$ cat src/tam_pkg.sv
// Shared types, constants and the acceptance table for the TSP annealing move engine.
// No dependencies.
package tam_pkg;

  localparam int MAX_VERTICES    = 128;
  localparam int CITY_BITS       = $clog2(MAX_VERTICES);
  localparam int VTX_BITS        = $clog2(MAX_VERTICES + 1);
  localparam int DIST_ADDR_BITS  = 2 * CITY_BITS;
  localparam int DISTANCE_BITS   = 20;
  localparam int COST_BITS       = 27;
  localparam int TEMP_BITS       = 24;
  localparam int STEP_BITS       = 16;
  localparam int EXP_TABLE_DEPTH = 256;
  localparam int EXP_IDX_BITS    = $clog2(EXP_TABLE_DEPTH);

  localparam logic [COST_BITS-1:0] COST_MAX    = {COST_BITS{1'b1}};
  localparam logic [31:0]          EXP_STEP_MUL = 32'd4162825044;

  localparam logic [1:0] CMD_LOAD_DIST = 2'd0;
  localparam logic [1:0] CMD_LOAD_STOP = 2'd1;
  localparam logic [1:0] CMD_RESTART   = 2'd2;
  localparam logic [1:0] CMD_ANNEAL    = 2'd3;

  localparam logic [2:0] OUT_LOADED   = 3'd0;
  localparam logic [2:0] OUT_IMPROVED = 3'd1;
  localparam logic [2:0] OUT_ACCEPTED = 3'd2;
  localparam logic [2:0] OUT_REJECTED = 3'd3;
  localparam logic [2:0] OUT_INVALID  = 3'd4;
  localparam logic [2:0] OUT_FINISHED = 3'd5;

  localparam logic [2:0] CFG_NUM_VERTICES = 3'd0;
  localparam logic [2:0] CFG_ENDPOINT_PCT = 3'd1;
  localparam logic [2:0] CFG_PERTURB_MODE = 3'd2;
  localparam logic [2:0] CFG_START_TEMP   = 3'd3;
  localparam logic [2:0] CFG_FINAL_TEMP   = 3'd4;
  localparam logic [2:0] CFG_COOLING      = 3'd5;
  localparam logic [2:0] CFG_ITER_START   = 3'd6;
  localparam logic [2:0] CFG_ITER_SHRINK  = 3'd7;

  // move description seen by the tour walker
  typedef struct packed {
    logic                prop;
    logic                endpoint;
    logic                swap;
    logic [VTX_BITS-1:0] c1;
    logic [VTX_BITS-1:0] c2;
    logic [VTX_BITS-1:0] pick;
    logic [VTX_BITS-1:0] n;
  } walk_cfg_t;

  typedef logic [15:0] exp_tab_t [EXP_TABLE_DEPTH];

  // exp(-k/32) in Q0.16, rounded, saturated
  function automatic exp_tab_t exp_table();
    exp_tab_t    tab;
    logic [95:0] e;
    logic [95:0] v;
    e = 96'd1 << 32;
    for (int k = 0; k < EXP_TABLE_DEPTH; k++) begin
      v = (e + 96'd32768) >> 16;
      tab[k] = (v > 96'd65535) ? 16'hFFFF : v[15:0];
      e = (e * {64'd0, EXP_STEP_MUL} + 96'h8000_0000) >> 32;
    end
    return tab;
  endfunction

endpackage

$ cat src/tam_walker.sv
// Tour walker: streams a tour from RAM, optionally applies a move, sums edge distances.
// Depends on tam_pkg; drives the tour, proposed-tour and distance RAM ports.
module tam_walker (
  input  logic                               clk,
  input  logic                               rst,
  input  logic                               start,
  input  tam_pkg::walk_cfg_t                 cfg,
  output logic [tam_pkg::VTX_BITS-1:0]       tour_raddr,
  input  logic [tam_pkg::VTX_BITS-1:0]       tour_rdata,
  output logic [tam_pkg::DIST_ADDR_BITS-1:0] dist_raddr,
  input  logic [tam_pkg::DISTANCE_BITS-1:0]  dist_rdata,
  output logic                               prop_we,
  output logic [tam_pkg::VTX_BITS-1:0]       prop_waddr,
  output logic [tam_pkg::VTX_BITS-1:0]       prop_wdata,
  output logic                               done,
  output logic [tam_pkg::COST_BITS-1:0]      cost,
  output logic                               path_ok
);

  localparam int VB = tam_pkg::VTX_BITS;
  localparam int CB = tam_pkg::CITY_BITS;

  logic                          run;
  logic [VB-1:0]                 cnt;
  logic                          s1_v, s1_last;
  logic [VB-1:0]                 s1_pos;
  logic                          s2_v, s2_last, s2_inr;
  logic [VB-1:0]                 prev_v, kept_last, v;
  logic [tam_pkg::COST_BITS:0]   acc;
  logic [VB:0]                   rev_sum;
  logic                          in_rev, a_ok, b_ok;
  logic [VB-1:0]                 am1, bm1;

  assign rev_sum = {1'b0, cfg.c1} + {1'b0, cfg.c2} - (VB+1)'(2) - {1'b0, cnt};
  assign in_rev  = (cnt >= cfg.c1 - VB'(1)) && (cnt < cfg.c2);

  always_comb begin
    tour_raddr = cnt;
    if (cfg.prop && !cfg.endpoint) begin
      if (cfg.swap) begin
        if (cnt == cfg.c2 - VB'(1)) begin
          tour_raddr = cfg.c1 - VB'(1);
        end else if (cnt == cfg.c1 - VB'(1)) begin
          tour_raddr = cfg.c2 - VB'(1);
        end
      end else if (in_rev) begin
        tour_raddr = rev_sum[VB-1:0];
      end
    end
  end

  always_comb begin
    v = tour_rdata;
    if (cfg.prop && cfg.endpoint) begin
      if (s1_pos == '0 || s1_pos == cfg.n) begin
        v = cfg.pick;
      end else if (tour_rdata == cfg.pick) begin
        v = kept_last;
      end
    end
  end

  assign a_ok       = (prev_v != '0) && (prev_v <= cfg.n);
  assign b_ok       = (v != '0) && (v <= cfg.n);
  assign am1        = prev_v - VB'(1);
  assign bm1        = v - VB'(1);
  assign dist_raddr = {am1[CB-1:0], bm1[CB-1:0]};
  assign prop_we    = s1_v && cfg.prop;
  assign prop_waddr = s1_pos;
  assign prop_wdata = v;
  assign cost       = (acc > {1'b0, tam_pkg::COST_MAX}) ? tam_pkg::COST_MAX
                                                         : acc[tam_pkg::COST_BITS-1:0];

  always_ff @(posedge clk) begin
    if (rst) begin
      run  <= 1'b0;
      s1_v <= 1'b0;
      s2_v <= 1'b0;
      done <= 1'b0;
      cnt  <= '0;
    end else begin
      done <= s2_v && s2_last;
      s1_v <= run;
      if (start) begin
        run     <= 1'b1;
        cnt     <= '0;
        acc     <= '0;
        path_ok <= 1'b1;
      end else if (run) begin
        s1_pos  <= cnt;
        s1_last <= (cnt == cfg.n);
        if (cnt == cfg.n) begin
          run <= 1'b0;
        end else begin
          cnt <= cnt + VB'(1);
        end
      end
      s2_v <= s1_v && (s1_pos != '0);
      if (s1_v) begin
        prev_v  <= v;
        s2_last <= s1_last;
        s2_inr  <= a_ok && b_ok;
        if (!cfg.prop && s1_last) begin
          kept_last <= tour_rdata;
        end
      end
      if (s2_v) begin
        if (s2_inr) begin
          acc <= acc + (tam_pkg::COST_BITS+1)'(dist_rdata);
        end
        if (!s2_inr || dist_rdata == '0) begin
          path_ok <= 1'b0;
        end
      end
    end
  end

endmodule

$ cat config.mk
export PLATFORM = sky130hd
export DESIGN_NAME = tam_walker
export DESIGN_NICKNAME = d
export VERILOG_FILES = /design/src/tam_pkg.sv /design/src/tam_walker.sv
export SDC_FILE = /design/constraint.sdc
export NUM_CORES = 1
export LEC_CHECK = 0
export BUFFER_PORTS_ARGS = -buffer_cell sky130_fd_sc_hd__buf_2
export CORE_ASPECT_RATIO = 1.5
export CORE_MARGIN = 10
export CORE_UTILIZATION = 50
export CTS_CLUSTER_DIAMETER = 30
export DETAILED_ROUTE_END_ITERATION = 8
export GPL_TIMING_DRIVEN = 0
export PLACE_DENSITY = 0.74
export SETUP_SLACK_MARGIN = 0.05
export SKIP_LAST_GASP = 1
export SYNTH_ARGS = -nofsm -noshare
export SYNTH_HDL_FRONTEND = slang
export SYNTH_SLANG_ARGS = --single-unit
$ cat constraint.sdc
create_clock -name clk -period 9.21 [get_ports clk]
set_input_delay 1.842 -clock clk [delete_from_list [all_inputs] [get_ports clk]]
set_output_delay 1.842 -clock clk [all_outputs]
set_load 0.02 [all_outputs]
# == Yosys cells after proc, flatten, opt, wreduce, memory -nomap -nowiden ==
# Index checks and enable logic that the tools add are counted.
# word_totals
ff_bits,68
in_bits,66
out_inout_bits,68
# op_classes
add_sub_neg,9
magnitude_cmp,5
eq_ne,5
mux,18
bitwise_logic,3
reduce_logical,25
# op_table
op,n
$mux 28,3
$mux 8,8
$eq 8x8->1,5
$add 28x20->28,1
$gt 28x27->1 const B,1
$mux 27,1
$reduce_bool 8->1,3
$logic_not 20->1,1
$le 8x8->1,2
$sub 8x1->8 const B,2
$sub 7x1->7 const B,2
$logic_and 1x1->1,10
$add 8x1->8 const B,1
$add 8x8->8,1
$ge 8x8->1,1
$logic_not 8->1,1
$lt 8x8->1,1
$sub 8x2->8 const B,1
$sub 8x8->8,1
$mux 1,6
$reduce_and 3->1,2
$reduce_and 2->1,2
$logic_not 1->1,3
$not 1->1,3
other kinds (2),3

# == Depth between registers and ports, before layout ==
# Gate-level depths: netlist of run 1.
# depth
depth_word,7
ltp_mapped,16

# == Least setup slack after synthesis of run 1 ==
# Ideal clock, no wire load.
# synth_path
path_kind,input to output
startpoint,input cfg[17] in the netlist's numbering
endpoint,output tour_raddr[7] in the netlist's numbering
arrival_time_ns,4.256
required_time_ns,7.368
slack_ns,3.112
stages,15
cell_sequence,inv_1 ha_1 fa_1 inv_1 ha_1 inv_1 fa_1 inv_1 a21o_1 a21oi_1 o21bai_1 a21oi_1 xnor2_1 a222oi_1 inv_1
# synth_between
elab_chain_len,6
word_cells_on_any_way,12
classes_between,add/sub (4); order compare (1); eq/ne (1); mux (5); reduce/logical (1)
# synth_lines
item,line,text
from (decl),tam_walker.sv:7,"input tam_pkg::walk_cfg_t cfg,"
$add 8x8->8,tam_walker.sv:34,"assign rev_sum = {1'b0, cfg.c1} + {1'b0, cfg.c2} - (VB+1)'(2) - {1'b0, cnt};"
$sub 8x2->8,tam_walker.sv:34,
$sub 8x8->8,tam_walker.sv:34,
$mux 8,tam_walker.sv:46,end else if (in_rev) begin
$mux 8 *,tam_walker.sv:40,if (cfg.swap) begin
$mux 8 *,tam_walker.sv:39,if (cfg.prop && !cfg.endpoint) begin
to (decl),tam_walker.sv:8,"output logic [tam_pkg::VTX_BITS-1:0] tour_raddr,"
# Every way passes the cells marked *; elsewhere a longest branch is shown, timed or not.

# == Final worst setup path of run 1 ==
# layout_path
startpoint,input cfg[26] in the netlist's numbering
endpoint,output tour_raddr[2] in the netlist's numbering
# layout_between
elab_chain_len,6
word_cells_on_any_way,12
classes_between,add/sub (4); order compare (1); eq/ne (1); mux (5); reduce/logical (1)
# layout_lines
item,line
$add 8x8->8 / $sub 8x1->8 (equally long branches),n/a
$sub 8x2->8 (tied with other cells),tam_walker.sv:34
$sub 8x8->8 (tied with other cells),tam_walker.sv:34
$mux 8 (on tied branches),"tam_walker.sv:46, tam_walker.sv:41"
$mux 8 *,tam_walker.sv:40
$mux 8 *,tam_walker.sv:39
# Marks and branches as above.

==> impl_results.md, run 1 <==
* Status: finished, final reports clean
* Die height at 159 um
* Final Non-Filler Cells at 1006
* Dpl cells at 990
* Placeable core area at 12500 um^2
* Clock latency on the worst-skew pair at 0.34 ns
* I/O Buffers at 133
* FP Rows at 50
* Count of cell types in the netlist at 61
* Critical-path cell list: buf_2 > nor3_1 > nand2_1 > nor4_1 > xnor2_1 > ha_1 > nand4_1 > nor2_1 > nor2_1 > nand2_1 > o221a_2 > and3b_1 > clkbuf_1 > nor2b_1 > a221o_1 > buf_2
* Synthesis-to-finish area growth at 18.4%
* Slew Limit Fails at 0
* Total track usage at 19.7%
* Clock Path Buffers at 2
* DR WL/cell at 18.1 um
* Synthesized instance count at 701
* Mapped Area at 6420 um^2
* H-tree level count at 3
* Crit path kind: in -> out
* Crit-path max cell delay at 0.42 ns
* Post-Syn Area per Cell at 9.16 um^2
* YS warnings at 0
* Post_cts resized at 0
* Gr ovfl total at 0
* PwrDens at 130 nW/um^2
* Max cap viols at 0
* Seq/Total Area, Yosys at 29.9%
* Root Buffer Master: clkbuf_16
* Placement Setup Slack at 2.21 ns
* # DRC at 0
* Post-Synth Adder-Cell Area at 16.9%
* Simple-gate area share of the yosys netlist at 19.5%
* Initial antenna violation count at 0
* Number of synthesized flops with an enable pin at 56
* Worst Clk Skew at 0.00826 ns
* Largest net degree at the start of global routing at 31
* N_diodes at 0
* Crit end category: output pin
* Post-route design area at 7600 um^2
* Xor-xnor portion of the synthesized cell area at 11.3%
* Via density at 5.73
* Crit Reg-Reg Endpoint: s2_inr$_DFFE_PP_
* Reg-to-Reg Start: prop_waddr[7]$_DFFE_PP_
* Final setup vio count at 0
* Relative slew slack at 16.9%
* Crit Path Max Fanout at 8
* Leakage at 3.44 nW
* HPWL after DPL at 14900 um
* Routed Antenna Nets at 0
* Fmax at 143 MHz
* Setup crit end: tour_raddr[2]
* Die ar. at 17900 um^2
* Worst vdd ir at 0.0821 mV
* Routability Congestion at 0.943
* Final wirelength at 18200 um
* Largest family of logic cells by synthesized area: simple AND/OR/NAND/NOR gates
* Setup TNS at 0 ns
* Worst-Margin Slew at 1.25 ns
* Most frequent cells in the layout: buf_2, ha_1, inv_1
* Minimum clock period at 7.02 ns
* I/O Pins at 134
* WHS Path Cells at 0
* CP max stage cell: nor2_1
* Origin of the worst setup path: cfg[26]
* Multiplexer area fraction after synthesis at 1.89%
* Die X-Extent at 113 um
* R2R setup slack at 5.09 ns
* Hold buffer count at CTS at 0
* Hold Violations, Final at 0
* Arrival time at the worst endpoint at 5.17 ns
* Post-CTS setup buffers at 0
* Ys async rst share at 0%
* Worst-case reg-to-reg path depth at 15
* Commonest non-fill, non-tap cell in the layout: buf_2
* Nets at 991
* Critical Path Stages at 16
* First-pass GRT wire length at 29600 um
* Bufs and invs on worst path at 3
* DRT Pass-1 Iters at 4
* CTS Buf Count at 9
* Vias in the first global route at 6141
* Startpoint Class: primary input
* Num Clock Sinks at 68
* RSZ-0062 raised after global routing: no
* Clock slew at reported path FFs at 0.05 ns
* Synth Flop Type: edfxtp_1
* Starting Density at 51.3%
* Hold slack at 0.464 ns
* Worst min-delay path category: reg -> reg
* Number of DRC markers in iteration 0 at 346
* Mapped Nets at 847
* Vias at 5760
* Synth Area in Compound Gates at 15.4%
* Yosys reg bits at 68
* Top delay family on crit path: simple AND/OR/NAND/NOR gates
* TritonCTS clock tree: done
* Worst Path Required at 7.37 ns
* Share of layout cells above drive strength 1 at 22.2%
* Setup slack after layout at 2.19 ns
* Placed Area at 7280 um^2
* Crit share post-route at 76.2%
## kinds of logic after synthesis
logic type               after synthesis
AND/OR/NAND/NOR                      225
adder cells (fa/ha/maj)               80
buffers and inverters                 87
flip-flops                            68
AO/OA/AOI/OAI                        148
XOR/XNOR                              81
multiplexers                          12
## state kept, by name, summed over array words and instances, names as in the netlist
name,flops
prev_v,8
s1_last,1
cnt,8
prop_waddr,8
s2_inr,1
s2_last,1
acc,28
run,1
done,1
kept_last,8
s1_v,1
s2_v,1
path_ok,1
## where the power goes
group / total [mW] / internal (mW) / leakage (nW) / switching, mW
logic: 0.258 / 0.107 / 2.65 / 0.151
registers: 0.359 / 0.347 / 0.636 / 0.0117
clock network: 0.372 / 0.243 / 0.153 / 0.129
## metal layers
| layer | global-route usage, % | wire length, um |
|---|---|---|
| met5 | 0 | 0 |
| met3 | 3.73 | 961 |
| met2 | 37.7 | 9950 |
| met1 | 20.3 | 6950 |
| met4 | 6.83 | 387 |
## through the flow
stage	utilization (%)	power, mW
2_1_floorplan	-	0.539
3_3_place_gp	58.2	0.610
3_5_place_dp	58.2	0.621
4_1_cts	60.8	0.994
5_1_grt	60.8	1.03
6_report	60.8	0.989
## cell usage after synthesis (11+ instances only)
library cell	count	area, um^2
a21o_1	15	113
a21oi_1	28	140
clkbuf_1	21	78.8
dfxtp_1	12	240
edfxtp_1	56	1680
fa_1	11	220
ha_1	69	863
inv_1	64	240
mux2i_1	11	110
nand2_1	50	188
nand3_1	15	75.1
nand3b_1	20	150
nor2_1	32	120
nor3_1	13	65.1
nor4_1	12	75.1
o21a_1	13	97.6
o21ai_0	32	160
or2_2	28	175
xnor2_1	43	377
xor2_1	36	315
## worst min path at each step
| stage | slack [ns] | startpoint | end |
|---|---|---|---|
| final | 0.46 | s1_last$_DFFE_PP_ | s2_last$_DFFE_PP_ |
| after global placement | 0.45 | s1_last$_DFFE_PP_ | s2_last$_DFFE_PP_ |
| after detailed placement | 0.45 | s1_last$_DFFE_PP_ | s2_last$_DFFE_PP_ |
| after CTS | 0.46 | s1_last$_DFFE_PP_ | s2_last$_DFFE_PP_ |
| after floorplan | 0.42 | s1_last$_DFFE_PP_ | s2_last$_DFFE_PP_ |
| after global routing | 0.48 | s1_last$_DFFE_PP_ | s2_last$_DFFE_PP_ |
## layout make-up
type | count | area [um^2]
Sequential cell | 68 | 1920
Fill cell | 1113 | 4910
Clock inverter | 5 | 76.3
Clock buffer | 11 | 243
Buffer | 22 | 86.3
Multi-Input combinational cell | 546 | 4170
Timing Repair Buffer | 133 | 666
Inverter | 65 | 244
Tap cell | 156 | 195
Power figures use the tool's default switching activity.
==> run 2, diff against run 1 <==
--- a/config.mk
+++ b/config.mk
@@ -5,6 +5,7 @@
 export SDC_FILE = /design/constraint.sdc
 export NUM_CORES = 1
 export LEC_CHECK = 0
+export ABC_AREA = 1
 export BUFFER_PORTS_ARGS = -buffer_cell sky130_fd_sc_hd__buf_2
 export CORE_ASPECT_RATIO = 1.5
 export CORE_MARGIN = 10
@@ -12,7 +13,7 @@
 export CTS_CLUSTER_DIAMETER = 30
 export DETAILED_ROUTE_END_ITERATION = 8
 export GPL_TIMING_DRIVEN = 0
-export PLACE_DENSITY = 0.74
+export PLACE_DENSITY = 0.73
 export SETUP_SLACK_MARGIN = 0.05
 export SKIP_LAST_GASP = 1
 export SYNTH_ARGS = -nofsm -noshare
==> constraint.sdc (replaced) <==
create_clock -name clk -period 7.3 [get_ports clk]
set_input_delay 1.46 -clock clk [delete_from_list [all_inputs] [get_ports clk]]
set_output_delay 1.46 -clock clk [all_outputs]
set_load 0.02 [all_outputs]
==> run 2 against run 1 <==
Compared with the run above:
- register-to-register slack lost 0.70 ns
- count of clock-buffer cells in the layout grew 1
- combinational power grew 52%
- highest routed layer unchanged
- sequential share of layout area shrank 2.2 points
- largest power group is now sequential cells
==> impl_results.md, run 2 <==
* Status: finished, final reports clean
* Cell taking the most area after synthesis: edfxtp_1
* RSZ-0062 raised after global routing: no
* Worst Clk Skew at 0.0114 ns
* # fillers at 1421
* YS warnings at 0
* # DRC at 0
* Minimum clock period at 6.16 ns
* Die height at 167 um
* Post-Syn Area per Cell at 6.99 um^2
* Worst vdd ir at 0.0978 mV
* Setup slack after layout at 1.14 ns
* Nets at 1316
* Post_cts resized at 0
* Root Buffer Master: clkbuf_16
* I/O Pins at 134
* Multiplexer area fraction after synthesis at 0%
* Yosys reg bits at 68
* Die ar. at 19600 um^2
* Slew Limit Fails at 0
* Synthesized instance count at 1027
* Biggest register: acc
* Crit share post-route at 84.4%
* Number of synthesized flops with an enable pin at 56
* Vias in the first global route at 7175
* Routed Antenna Nets at 0
* Total track usage at 21.1%
* Mapped Nets at 1173
* Crit end category: output pin
* Dpl cells at 1351
* PwrDens at 148 nW/um^2
* Die X-Extent at 118 um
* Starting Density at 51.0%
* Relative slew slack at 16.5%
* Largest family of logic cells by synthesized area: simple AND/OR/NAND/NOR gates
* Synth area leaders: edfxtp_1, nand2_1, ha_1, inv_1, nand3_1
* First-pass GRT wire length at 34400 um
* Origin of the worst setup path: cfg[26]
* Clock latency on the worst-skew pair at 0.33 ns
* Fmax at 162 MHz
* Synth Flop Type: edfxtp_1
* FF+latch area at 1920 um^2
* Gr ovfl total at 0
* Hold slack at 0.470 ns
* Worst min-delay path category: reg -> reg
* CTS Buf Count at 9
* Placement Setup Slack at 1.23 ns
* Routability Congestion at 0.958
* I/O Buffers at 132
* Startpoint Class: primary input
* TritonCTS clock tree: done
* Synth Area in Compound Gates at 11.9%
* Placeable core area at 14100 um^2
* Final setup vio count at 0
* Crit path kind: in -> out
* Clock Path Buffers at 2
* Final Power at 1.23 mW
* Setup crit end: tour_raddr[1]
* Seq/Total Area, Yosys at 26.8%
* Xor-xnor portion of the synthesized cell area at 6.21%
* Ys async rst share at 0%
* Crit Path Max Fanout at 10
* Vias at 7066
* Most frequent cells in the layout: nand2_1, inv_1, buf_2
* DRT Pass-1 Iters at 5
* Hold buffer count at CTS at 0
* DR WL/cell at 15.4 um
* Worst Path Required at 5.84 ns
* Share of layout cells above drive strength 1 at 15.7%
* Simple-gate area share of the yosys netlist at 29.4%
* Post-Synth Adder-Cell Area at 15.1%
* HPWL after DPL at 17600 um
* H-tree level count at 3
* Synthesis-to-finish area growth at 16.1%
* R2R setup slack at 4.39 ns
* Hold Violations, Final at 0
* Clock slew at reported path FFs at 0.06 ns
* Worst-case reg-to-reg path depth at 17
* FP Rows at 53
* Reg-to-Reg Start: prop_waddr[7]$_DFFE_PP_
* Number of DRC markers in iteration 0 at 384
* Crit Reg-Reg Endpoint: s2_inr$_DFFE_PP_
* Final Non-Filler Cells at 1368
* Max FFs per register at 28
* Commonest non-fill, non-tap cell in the layout: nand2_1
* Leakage at 4.18 nW
* Initial antenna violation count at 1
* Final wirelength at 21100 um
* Via density at 5.17
* Largest net degree at the start of global routing at 30
* Arrival time at the worst endpoint at 4.70 ns
* Post-CTS setup buffers at 0
* Synth top area share at 23.4%
* Setup TNS at 0 ns
* Worst-Margin Slew at 1.25 ns
* Max cap viols at 0
* Mapped Area at 7170 um^2
* Num Clock Sinks at 68
* Count of cell types in the netlist at 47
* Top cells by count, synth: nand2_1, inv_1, nor2_1
* Multi-input gate area at 4490 um^2
* Most common cell in the synthesized netlist: nand2_1
==> run 2: worst max-delay path, cell delays in order <==
cell and delay [ns]:
buf_2 0.11, nor3_1 0.37, nand3_1 0.18, nor3_1 0.21, xnor2_1 0.13, ha_1 0.30, nand2_1 0.07, nor2_1 0.22
nand4_1 0.30, inv_1 0.25, nor3_1 0.09, nand2_2 0.13, nand2_2 0.18, nand2_1 0.11, nand2_1 0.05, o21ai_0 0.15
inv_1 0.07, a21oi_2 0.15, buf_2 0.18
==> run 2: cells by family after synthesis <==
logic type / count (synthesis)
AND/OR/NAND/NOR: 482
buffers and inverters: 195
AO/OA/AOI/OAI: 152
adder cells (fa/ha/maj): 80
flip-flops: 68
XOR/XNOR: 50
==> run 2: worst min path at each step <==
stage | from | to | cells after the start
final | s2_last$_DFFE_PP_ | done$_SDFF_PP0_ | 2
after floorplan | s1_last$_DFFE_PP_ | s2_last$_DFFE_PP_ | 0
after global routing | run$_SDFF_PP0_ | s1_v$_SDFF_PP0_ | 2
after global placement | s1_last$_DFFE_PP_ | s2_last$_DFFE_PP_ | 0
after detailed placement | run$_SDFF_PP0_ | s1_v$_SDFF_PP0_ | 2
after CTS | run$_SDFF_PP0_ | s1_v$_SDFF_PP0_ | 2
==> run 2: metal layers <==
layer / share of wire (%) / vias up / global-route usage, %
li1: - / 3655 / -
met4: 3.7 / 0 / 9.65
met2: 54 / 190 / 40.9
met1: 37 / 3170 / 21.0
met5: 0 / - / 0
met3: 4.7 / 51 / 3.96
==> run 2: report_power, final <==
group	switching (mW)	internal, mW
Combinational	0.255	0.138
Clock	0.162	0.227
Sequential	0.0118	0.439
==> run 2: final cells by class <==
class                   count  share of cell area (%)
multi-input cells         764                    53.9
well taps                 192                    2.88
inverters                 180                    8.12
flip-flops and latches     68                    23.1
repair buffers            132                    7.93
clock buffers              12                    2.84
diodes                      1                  0.0300
clock inverters             4                   0.210
plain buffers              15                    1.01
==> run 2: metrics by stage <==
step	utilization (%)	area, um^2
4_1_cts	59.2	8330
3_5_place_dp	57.4	8080
3_3_place_gp	57.4	8080
5_1_grt	59.2	8330
2_1_floorplan	-	7170
6_report	59.3	8330
==> run 3, diff against run 2 <==
--- a/config.mk
+++ b/config.mk
@@ -13,7 +13,7 @@
 export CTS_CLUSTER_DIAMETER = 30
 export DETAILED_ROUTE_END_ITERATION = 8
 export GPL_TIMING_DRIVEN = 0
-export PLACE_DENSITY = 0.73
+export PLACE_DENSITY = 0.76
 export SETUP_SLACK_MARGIN = 0.05
 export SKIP_LAST_GASP = 1
 export SYNTH_ARGS = -nofsm -noshare
==> constraint.sdc (replaced) <==
create_clock -name clk -period 5.3 [get_ports clk]
set_input_delay 1.06 -clock clk [delete_from_list [all_inputs] [get_ports clk]]
set_output_delay 1.06 -clock clk [all_outputs]
set_load 0.02 [all_outputs]
==> run 3 against run 2 <==
Compared with the run above:
- setup slack worse by 0.85 ns
- wire length about the same
- hold slack improved by 0.00053 ns
- non-clock buffer count is 2 higher
- register-to-register slack worse by 1.9 ns
- global-route usage down 0.076 points
- combinational power is 38% higher
- clock skew shrank 0.0051 ns
- cell count hardly changed
- largest cell class unchanged
==> impl_results.md, run 3 (synthesis gave the netlist of run 2 again) <==
* Routed Antenna Nets at 0
* Startpoint Class: primary input
* Origin of the worst setup path: cfg[24]
* Relative slew slack at 17.4%
* First-pass GRT wire length at 34100 um
* # fillers at 1431
* Hold Violations, Final at 0
* Via density at 5.14
* Worst vdd ir at 0.177 mV
* RSZ-0062 raised after global routing: yes
* WHS Path Cells at 2
* I/O Pins at 134
* Final core occ at 59.8%
* Setup TNS at 0 ns
* Hold buffer count at CTS at 0
* Final Power at 1.77 mW
* Critical-path cell list: buf_2 > inv_1 > ha_1 > nand3_2 > nor3_4 > xor2_1 > inv_1 > ha_1 > nand2_1 > nor2_2 > nand4_1 > inv_2 > nor3_1 > nand2_2 > nand2_4 > nand2_1 > nand2_1 > o21ai_0 > inv_1 > a21oi_2 > buf_2
* Worst-case reg-to-reg path depth at 18
* Synthesis-to-finish area growth at 17.2%
* Status: finished, final reports clean
* CP max stage cell: ha_1
* Minimum clock period at 5.02 ns
* Die height at 167 um
* Slew Limit Fails at 0
* Routability Congestion at 0.934
* Critical Path Stages at 21
* Worst Clk Skew at 0.00633 ns
* Fmax at 199 MHz
* Worst Path Required at 4.24 ns
* FP Rows at 53
* Nets at 1318
* Crit-path max cell delay at 0.28 ns
* Worst-Margin Slew at 1.24 ns
* Largest net degree at the start of global routing at 30
* I/O Buffers at 132
* Gr ovfl total at 0
* Max FFs per register at 28
* Total track usage at 21.1%
* Max cap viols at 0
* HPWL after DPL at 17700 um
* Most frequent cells in the layout: nand2_1, inv_1, buf_2
* Biggest register: acc
* Initial antenna violation count at 0
* Crit path kind: in -> out
* Crit share post-route at 94.7%
* Clock latency on the worst-skew pair at 0.34 ns
* Clock slew at reported path FFs at 0.06 ns
* H-tree level count at 3
* Crit Reg-Reg Endpoint: s2_inr$_DFFE_PP_
* PwrDens at 210 nW/um^2
* Share of layout cells above drive strength 1 at 16.7%
* Setup crit end: tour_raddr[1]
* Vias at 7039
* Placeable core area at 14100 um^2
* CTS Buf Count at 9
* Crit Path Max Fanout at 10
* Number of DRC markers in iteration 0 at 351
* Die ar. at 19600 um^2
* R2R setup slack at 2.49 ns
* Die X-Extent at 118 um
* Vias in the first global route at 7159
* Final setup vio count at 0
* Commonest non-fill, non-tap cell in the layout: nand2_1
* Num Clock Sinks at 68
* Top delay family on crit path: simple AND/OR/NAND/NOR gates
* TritonCTS clock tree: done
* Final wirelength at 21100 um
* N_diodes at 0
* DRT Pass-1 Iters at 6
* Bufs and invs on worst path at 6
* Reg-to-Reg Start: prop_waddr[7]$_DFFE_PP_
* Crit end category: output pin
* # DRC at 0
* Starting Density at 51.0%
* Worst min-delay path category: reg -> reg
* Root Buffer Master: clkbuf_16
* DR WL/cell at 15.4 um
* Arrival time at the worst endpoint at 3.96 ns
* Clock Path Buffers at 2
* Leakage at 4.21 nW
## run 3: cell types whose count changed in the layout (fill, tap and decap cells not counted), sizes merged
| cell | previous run | this run |
|---|---|---|
| diode | 1 | 0 |
| clkbuf | 22 | 18 |
| buf | 136 | 139 |
| clkinvlp | 0 | 2 |
| bufinv | 0 | 1 |
## run 3: worst min path at each step
stage | start | to | slack (ns)
final | run$_SDFF_PP0_ | s1_v$_SDFF_PP0_ | 0.47
after global routing | run$_SDFF_PP0_ | s1_v$_SDFF_PP0_ | 0.49
after CTS | run$_SDFF_PP0_ | s1_v$_SDFF_PP0_ | 0.47
after detailed placement | run$_SDFF_PP0_ | s1_v$_SDFF_PP0_ | 0.46
after global placement | s2_last$_DFFE_PP_ | done$_SDFF_PP0_ | 0.45
after floorplan | s1_last$_DFFE_PP_ | s2_last$_DFFE_PP_ | 0.43
## run 3: cell type report
cell class	count	area [um^2]	area share [%]
Clock inverter	7	67.6	0.803
Timing Repair Buffer	135	683	8.12
Buffer	14	80.1	0.952
Clock buffer	9	225	2.68
Multi-Input combinational cell	764	4520	53.7
Tap cell	192	240	2.86
Sequential cell	68	1920	22.9
Inverter	180	677	8.05
## run 3: layer usage
layer | vias up | routed length (um) | track usage (%)
met2 | 198 | 11700 | 42.0
met3 | 37 | 1020 | 4.26
met1 | 3163 | 7840 | 20.1
met4 | 0 | 551 | 8.74
li1 | 3641 | - | -
met5 | - | 0 | 0
## run 3: worst register-to-register path, delay by kind of cell (launching register included)
kind	cells	cell delay, ns
and+or+nand+nor	9	1.15
AOI/OAI and AO/OA	6	0.64
DFF	1	0.42
buffers and inverters	2	0.23
adders and majority gates	1	0.22
## run 3: where the power goes
part | internal [mW] | leakage (nW) | switching [mW]
Clock | 0.362 | 0.139 | 0.245
Sequential | 0.604 | 0.640 | 0.0162
Combinational | 0.190 | 3.44 | 0.352
Total | 1.16 | 4.21 | 0.613
## run 3: per-stage QoR
stage / hold WS [ns] / instances / instance area (um^2) / worst slack, ns
2_1_floorplan: 0.427 / 1027 / 7170 / 0.862
5_1_grt: 0.492 / 1369 / 8410 / 0.0350
3_3_place_gp: 0.446 / 1351 / 8080 / 0.0335
4_1_cts: 0.468 / 1368 / 8380 / 0.0504
3_5_place_dp: 0.459 / 1351 / 8080 / -0.0755
6_report: 0.471 / 1369 / 8410 / 0.281
## run 3: repair_timing
item                                    4_1_cts  5_1_grt
pin swaps                                     1        3
setup buffers                                 1        2
endpoints found under the setup margin        8        8
hold endpoints to repair                      0        0
resized for setup                             0        7
